`config.mk`:
```
export PLATFORM = sky130hd
export DESIGN_NAME = tcc_back
export DESIGN_NICKNAME = d
export VERILOG_FILES = /design/src/hdl/triangle_circumcentre_top_defines.svh /design/src/hdl/tcc_pkg.sv /design/src/hdl/tcc_back.sv
export SDC_FILE = /design/constraint.sdc
export NUM_CORES = 1
export LEC_CHECK = 0
export BUFFER_PORTS_ARGS = -buffer_cell sky130_fd_sc_hd__buf_2
export CORE_MARGIN = 3
export CORE_UTILIZATION = 25
export CTS_CLUSTER_SIZE = 24
export DETAILED_ROUTE_END_ITERATION = 12
export SETUP_SLACK_MARGIN = 0.15
export SKIP_LAST_GASP = 1
export SLEW_MARGIN = 30
export SYNTH_ARGS = -nofsm -noshare
export SYNTH_HDL_FRONTEND = slang
export SYNTH_SLANG_ARGS = --single-unit
```
`constraint.sdc`:
```
create_clock -name clk_i -period 0.8 [get_ports clk_i]
set_input_delay 0.2 -clock clk_i [delete_from_list [all_inputs] [get_ports clk_i]]
set_output_delay 0.2 -clock clk_i [all_outputs]
set_load 0.01 [all_outputs]
```
`src/hdl/triangle_circumcentre_top_defines.svh`:
```
// assertion macros for the circumcentre block
`ifndef TRIANGLE_CIRCUMCENTRE_TOP_DEFINES_SVH
`define TRIANGLE_CIRCUMCENTRE_TOP_DEFINES_SVH
`ifndef ASSERT_OFF
// checked outside reset
`define TCC_ASSERT(lbl, clk, rst_n, prop, msg) \
  lbl: assert property (@(posedge clk) disable iff (!rst_n) prop) else $error(msg);
// checked at every edge, reset included
`define TCC_ASSERT_NR(lbl, clk, prop, msg) \
  lbl: assert property (@(posedge clk) prop) else $error(msg);
`else
`define TCC_ASSERT(lbl, clk, rst_n, prop, msg)
`define TCC_ASSERT_NR(lbl, clk, prop, msg)
`endif
`endif

```
`src/hdl/tcc_pkg.sv`:
```
package tcc_pkg;

  // coordinate and intermediate widths
  localparam int unsigned CoordW = 32;
  localparam int unsigned DiffW  = CoordW + 1;
  localparam int unsigned ProdW  = 2 * DiffW;
  localparam int unsigned DetW   = ProdW + 1;
  localparam int unsigned DenW   = DetW + 1;
  localparam int unsigned SqW    = ProdW;
  localparam int unsigned HalfW  = SqW / 2;
  localparam int unsigned PartW  = DiffW + HalfW + 1;
  localparam int unsigned TermW  = DiffW + SqW + 1;
  localparam int unsigned NumW   = TermW + 1;
  localparam int unsigned NmW    = NumW + 2;
  localparam int unsigned D2W    = DenW + 1;
  localparam int unsigned QuotW  = CoordW + 1;
  localparam int unsigned RemW   = ((NmW > D2W + QuotW) ? NmW : (D2W + QuotW)) + 1;

  localparam logic signed [CoordW-1:0] CoordMin = {1'b1, {(CoordW-1){1'b0}}};
  localparam logic signed [CoordW-1:0] CoordMax = {1'b0, {(CoordW-1){1'b1}}};

  typedef struct packed {
    logic signed [CoordW-1:0] a_x;
    logic signed [CoordW-1:0] a_y;
    logic signed [CoordW-1:0] b_x;
    logic signed [CoordW-1:0] b_y;
    logic signed [CoordW-1:0] c_x;
    logic signed [CoordW-1:0] c_y;
  } tri_t;

  typedef struct packed {
    logic signed [CoordW-1:0] cx;
    logic signed [CoordW-1:0] cy;
    logic                     neg_x;
    logic                     neg_y;
    logic                     big_x;
    logic                     big_y;
    logic                     degen;
  } side_t;

  typedef struct packed {
    side_t             side;
    logic [RemW-1:0]   rem_x;
    logic [RemW-1:0]   rem_y;
    logic [D2W-1:0]    d2;
  } div_in_t;

  typedef struct packed {
    side_t             side;
    logic [QuotW-1:0]  q_x;
    logic [QuotW-1:0]  q_y;
  } div_out_t;

endpackage

```
`src/hdl/tcc_back.sv`:
```
// sign, offset from the origin vertex, saturation and the output register
module tcc_back (
  input  logic                               clk_i,
  input  logic                               rst_ni,
  input  logic                               en_i,
  input  logic                               valid_i,
  input  tcc_pkg::div_out_t                  res_i,
  output logic                               valid_o,
  output logic signed [tcc_pkg::CoordW-1:0]  centre_x_o,
  output logic signed [tcc_pkg::CoordW-1:0]  centre_y_o,
  output logic                               degenerate_o,
  output logic                               overflow_o
);

  localparam int unsigned CoordW = tcc_pkg::CoordW;
  localparam int unsigned QuotW  = tcc_pkg::QuotW;
  localparam int unsigned MagW   = QuotW + 1;
  localparam int unsigned SumW   = MagW + 2;

  // clamp to the coordinate range, flag in the top bit
  function automatic logic [CoordW:0] sat(input logic signed [SumW-1:0] v);
    logic signed [SumW-1:0] lo, hi;
    lo = SumW'(tcc_pkg::CoordMin);
    hi = SumW'(tcc_pkg::CoordMax);
    if (v < lo) begin
      return {1'b1, tcc_pkg::CoordMin};
    end else if (v > hi) begin
      return {1'b1, tcc_pkg::CoordMax};
    end
    return {1'b0, v[CoordW-1:0]};
  endfunction

  logic [MagW-1:0]        magx, magy;
  logic signed [MagW:0]   magx_s, magy_s, sqx, sqy;
  logic signed [SumW-1:0] ccx, ccy;
  logic [CoordW:0]        satx, saty;

  // oversized quotients stand in as one past the range
  assign magx   = res_i.side.big_x ? (MagW'(1) << QuotW) : MagW'(res_i.q_x);
  assign magy   = res_i.side.big_y ? (MagW'(1) << QuotW) : MagW'(res_i.q_y);
  assign magx_s = {1'b0, magx};
  assign magy_s = {1'b0, magy};
  assign sqx    = res_i.side.neg_x ? -magx_s : magx_s;
  assign sqy    = res_i.side.neg_y ? -magy_s : magy_s;
  assign ccx    = SumW'(res_i.side.cx) - SumW'(sqx);
  assign ccy    = SumW'(res_i.side.cy) + SumW'(sqy);
  assign satx   = sat(ccx);
  assign saty   = sat(ccy);

  logic vld_q;
  logic signed [CoordW-1:0] cx_q, cy_q;
  logic degen_q, ovf_q;

  always_ff @(posedge clk_i or negedge rst_ni) begin
    if (!rst_ni) begin
      vld_q <= 1'b0;
    end else if (en_i) begin
      vld_q <= valid_i;
    end
  end

  // collinear points give a zero centre
  always_ff @(posedge clk_i) begin
    if (en_i) begin
      if (res_i.side.degen) begin
        cx_q    <= '0;
        cy_q    <= '0;
        degen_q <= 1'b1;
        ovf_q   <= 1'b0;
      end else begin
        cx_q    <= satx[CoordW-1:0];
        cy_q    <= saty[CoordW-1:0];
        degen_q <= 1'b0;
        ovf_q   <= satx[CoordW] | saty[CoordW];
      end
    end
  end

  assign valid_o      = vld_q;
  assign centre_x_o   = cx_q;
  assign centre_y_o   = cy_q;
  assign degenerate_o = degen_q;
  assign overflow_o   = ovf_q;

endmodule

```
# Yosys cells after proc, flatten, opt, wreduce, memory -nomap -nowiden
# Cells that the tools add are included.
# classes
magnitude_cmp	4
n_bitwise	1
mux	15
add_sub_neg	4
# ops
cell	n
$mux 33	6
$gt 36x32->1 const B	2
$lt 36x32->1 const B	2
$mux 35	2
$neg 34->35	2
$mux 34	2
$add 32x35->36	1
$sub 32x35->36	1
$mux 1	5
$or 1x1->1	1
# totals
out_inout_bits	67
elab_cells	29
regBits	67
input_bits	139

# Depth between registers and ports, before layout
# depth
word_depth	9
ltp_mapped	26
depth_no_buf	21

# Least setup slack after synthesis
# No wires, ideal clock.
# synth_path
kind	in2reg
startpoint	in res_i[68] in the netlist's numbering
endpoint	reg cx_q[7] (netlist: centre_x_o[7]) (data pin)
path_slack_ns	-4.745
setup_time_ns	0.273
t_required_ns	0.527
n_path_buf	5
arrival_ns	5.272
cell_stages	25
path_cell_list	clkbuf_1 > inv_1 > clkbuf_1 > clkbuf_1 > nand2_1 > ha_1 > o21ai_0 > nor3_1 > o21a_1 > o21ai_0 > or3_1 > or3_1 > a32oi_1 > nand2_1 > ha_1 > clkbuf_1 > a21oi_1 > o21ai_0 > a21o_1 > a221o_1 > or3_1 > and4_1 > o21ai_1 > clkbuf_1 > o32ai_1
# synth_via
elab_chain_len	8
elab_cells_between_ends	10
# synth_lines
item	line_no	rtl
start, declared	tcc_back.sv:7	input tcc_pkg::div_out_t res_i,
$mux 34 (*)	tcc_back.sv:39	assign magx = res_i.side.big_x ? (MagW'(1) << QuotW) : MagW'(res_i.q_x);
$neg 34->35	tcc_back.sv:43	assign sqx = res_i.side.neg_x ? -magx_s : magx_s;
$mux 35 (*)	tcc_back.sv:43	
$sub 32x35->36 (*)	tcc_back.sv:45	assign ccx = SumW'(res_i.side.cx) - SumW'(sqx);
$gt 36x32->1	tcc_back.sv:27	end else if (v > hi) begin
$mux 1	tcc_back.sv:27	
$mux 1	tcc_back.sv:25	if (v < lo) begin
$mux 33 (*)	tcc_back.sv:30	return {1'b0, v[CoordW-1:0]};
end signal, assigned	tcc_back.sv:71	cx_q <= satx[CoordW-1:0];
end, declared	tcc_back.sv:51	logic signed [CoordW-1:0] cx_q, cy_q;
# Every way passes the cells marked *; elsewhere a longest branch is shown, timed or not.
# A chain may end at the register's enable or synchronous reset.

# Final worst setup path
# layout_path
startpoint	in res_i[12] in the netlist's numbering
endpoint	reg cy_q[29] (netlist: centre_y_o[29]) (data pin)
# layout_via
elab_chain_len	8
elab_cells_between_ends	10
# layout_lines
item	line_no	rtl
$mux 34 (*)	tcc_back.sv:40	assign magy = res_i.side.big_y ? (MagW'(1) << QuotW) : MagW'(res_i.q_y);
$neg 34->35	tcc_back.sv:44	assign sqy = res_i.side.neg_y ? -magy_s : magy_s;
$mux 35 (*)	tcc_back.sv:44	
$add 32x35->36 (*)	tcc_back.sv:46	assign ccy = SumW'(res_i.side.cy) + SumW'(sqy);
$gt 36x32->1	tcc_back.sv:27	
$mux 1	tcc_back.sv:27	
$mux 1	tcc_back.sv:25	
$mux 33 (*)	tcc_back.sv:30	
end signal, assigned	tcc_back.sv:72	cy_q <= saty[CoordW-1:0];
end, declared	tcc_back.sv:51	
# Marked as above.

==> results.py <==
metrics = {
    "power": {
        "finalPower_mw": 22.4,
        "p_int_mw": 13.9,
        "peakVddDrop_mv": 0.931,
        "switching_share": 0.380,
        "p_sw_mw": 8.51,
        "pwr-share-clk": 0.185,
        "p_seq_frac": 0.216,
        "p_leak_nw": 6.53,
        "p_comb_frac": 0.599,
        "power_density_nw_per_um2": 1540,
    },
    "logic_synthesis": {
        "synth_mux_area_frac": 0.00851,
        "synth_compound_area_frac": 0.302,
        "synth-xor-area-share": 0.102,
        "synth_area_leaders": "edfxtp_1, ha_1, o21ai_0",
        "synth_top_cell_area_share": 0.232,
        "yosysUniqueCellTypes": 73,
        "yosys_warnings": 0,
        "netlist_area_um2": 8530,
        "synth-async-reset-ratio": 0.0149,
        "yosys.area_share.adder": 0.112,
        "syn_nets": 1302,
        "synth_top_area_cell": "edfxtp_1",
        "syn-instance-count": 1088,
        "synth_edf_count": 66,
        "yosys_register_bits": 67,
        "yosys.area_share.simple": 0.198,
        "synth_flop_cell": "edfxtp_1",
        "synth_top_family_by_area": "compound AO/OA/AOI/OAI gates",
        "avgSynthCellArea_um2": 7.84,
        "ys_seq_area_frac": 0.235,
    },
    "worst_setup_path": {
        "cp-start-kind": "input pin",
        "arrival_ns": 5.01,
        "cp-end-kind": "register",
        "critical_path.max_fanout": 31,
        "crit_required_ns": 0.99,
        "critPathKind": "input pin to register",
    },
    "global_route": {
        "grt_antenna_before_repair": 5,
        "grt_usage": 0.173,
        "grt_pass1_vias": 10200,
        "grt_overflow": 0,
        "grt_max_degree": 32,
        "grt_pass1_wl_um": 51000,
    },
    "timing": {
        "fin_worst_skew_ns": 0,
        "slew_viol_final": 0,
        "setup_viol": 132,
        "fmax_ghz": 0.207,
        "fin_ws_ns": -4.02,
        "min_period_ns": 4.82,
        "maxSlewHeadroom": 0.606,
        "grt_setup_unrepaired": "yes",
        "fin_crit_sh": 6.03,
        "holdWs_ns": 0.0887,
        "tightest_slew_ns": 0.584,
        "tns_ns": -261.78,
        "report.final.hold_viol_count": 0,
    },
    "placed_design": {
        "place_congestion": 0.902,
        "hpwl_um": 27300,
        "io_buffers": 205,
        "placed_area_um2": 13200,
        "place_ws_ns": -4.45,
    },
    "floorplanning": {
        "rows": 67,
        "initial_core_util": 0.254,
        "io_pins": 206,
        "die-area_um2": 36400,
        "die_h_um": 191,
        "die_w_um": 191,
        "core_area_um2": 33600,
    },
    "detailed_routing": {
        "firstDrtPassIters": 4,
        "vias": 10400,
        "wl_per_cell_um": 15.4,
        "drtAntennaViolNets": 0,
        "via_per_inst": 4.88,
        "drt_iter0_drc": 518,
        "routed_wl_um": 32800,
        "drc": 0,
    },
    "clock_tree": {
        "htreeDepth": 3,
        "insertion_delay_ns": 0.34,
        "cts_buffers": 9,
        "cts_tree": "built",
        "clkSlewWorstSetupHoldPaths_ns": 0.06,
        "cts_sinks": 67,
        "root_buffer": "clkbuf_16",
        "clockBufferDepth": 2,
    },
    "status": {
        "outcome": "finished with violations",
        "violations": "negative setup slack",
    },
    "cells_and_area": {
        "fin_nets": 1894,
        "final_cell_mix": "buf_4, buf_2, nand2_1",
        "final_cell_area_um2": 14500,
        "nFillCells": 3305,
        "drive_gt1_frac": 0.461,
        "final_common_cell": "buf_4",
        "syn2layout_area_growth_pct": 70.4,
    },
    "flow_run": {
        "drv_cap": 0,
    },
    "min_path": {
        "worstHoldPathType": "input pin to register",
    },
}
logic make-up after synthesis:
| family | count (synthesis) |
|---|---|
| buffers and inverters | 88 |
| and+or+nand+nor | 349 |
| xor gates and xnor gates | 99 |
| DFF | 67 |
| adders and majority gates | 75 |
| AOI/OAI and AO/OA | 403 |
| muxes | 7 |
Yosys cell counts (9+ instances only):
library cell,count
edfxtp_1,66
xor2_1,46
o21a_1,9
nor3_1,23
o21ai_0,100
nor2_1,71
a21oi_1,97
o211ai_1,20
and3_1,9
xnor2_1,53
nor2b_1,17
o22ai_1,30
a21o_1,25
a211oi_1,19
nand3_1,13
nand2_1,124
or3_1,13
o31ai_1,25
nand2b_1,22
a31oi_1,13
clkbuf_1,48
nor4_1,12
inv_1,24
ha_1,73
nand4_1,18
final cells by class:
type / count / area [um^2] / area share
Sequential cell: 67 / 2010 / 0.138
Tap cell: 448 / 561 / 0.0386
Antenna cell: 4 / 10.0 / 0.000689
Clock inverter: 7 / 80.1 / 0.00551
Clock buffer: 9 / 225 / 0.0155
Inverter: 24 / 92.6 / 0.00637
Multi-Input combinational cell: 934 / 6920 / 0.476
Timing Repair Buffer: 644 / 4630 / 0.319
worst paths after layout:
kind / depth (start not counted) / from / end / slack, ns
worst max-delay path: 20 / res_i[12] / centre_y_o[29] / -4.02
worst min-delay path: 2 / valid_i / valid_o / 0.09
worst max register to register: 1 / valid_o / valid_o / 0.07
worst min register to register: 1 / valid_o / valid_o / 0.50
max in group asynchronous: 2 / rst_ni / valid_o / 0.56
min in group asynchronous: 2 / rst_ni / valid_o / 0.16
metal layers:
metal  up-vias  share of wire  global-route usage
met1      4830           0.45               0.231
met4         2          0.030              0.0644
met5         -        0.00021                   0
li1       5302              -                   -
met3        56          0.037              0.0167
met2       240           0.48               0.290
per-stage QoR:
step                      utilization  std cells
final                           0.432       2137
after global routing            0.432       2137
after CTS                       0.424       2129
after detailed placement        0.392       2090
after global placement          0.392       2090
after floorplan                     -       1088
worst max-delay path: stages:
cell and delay, ns:
buf_2 0.11, or4_4 0.51, or4_4 0.42, a21o_1 0.19
o21bai_4 0.18, or3_4 0.36, o21bai_4 0.18, or3_4 0.39
a21oi_2 0.14, a311oi_2 0.06, ha_1 0.38, and3_4 0.22
o211ai_1 0.11, a32oi_1 0.17, o21ai_1 0.12, xor2_1 0.18
or4_4 0.55, a21o_1 0.20, buf_12 0.18, o21ai_1 0.15
power by group through the flow:
stage | logic [mW] | clock network [mW] | registers (mW)
after global routing | 14.6 | 4.38 | 4.87
after CTS | 12.9 | 4.22 | 4.84
after detailed placement | 11.7 | 0 | 4.91
after global placement | 11.6 | 0 | 4.89
final | 13.4 | 4.14 | 4.83
after floorplan | 5.63 | 0 | 5.20
sequential cells by signal (all words and copies together) (netlist names):
name / cells
overflow_o: 1
valid_o: 1
centre_y_o: 32
centre_x_o: 32
degenerate_o: 1
what timing repair did:
action                                  4_1_cts  5_1_grt
pin swaps                                    23       14
hold buffers                                  1        0
setup buffers                                17        3
endpoints found under the setup margin      133      133
cloned                                        5        1
endpoints found under the hold margin         1        0
resized for setup                           102       46
Power figures use the tool's default switching activity.
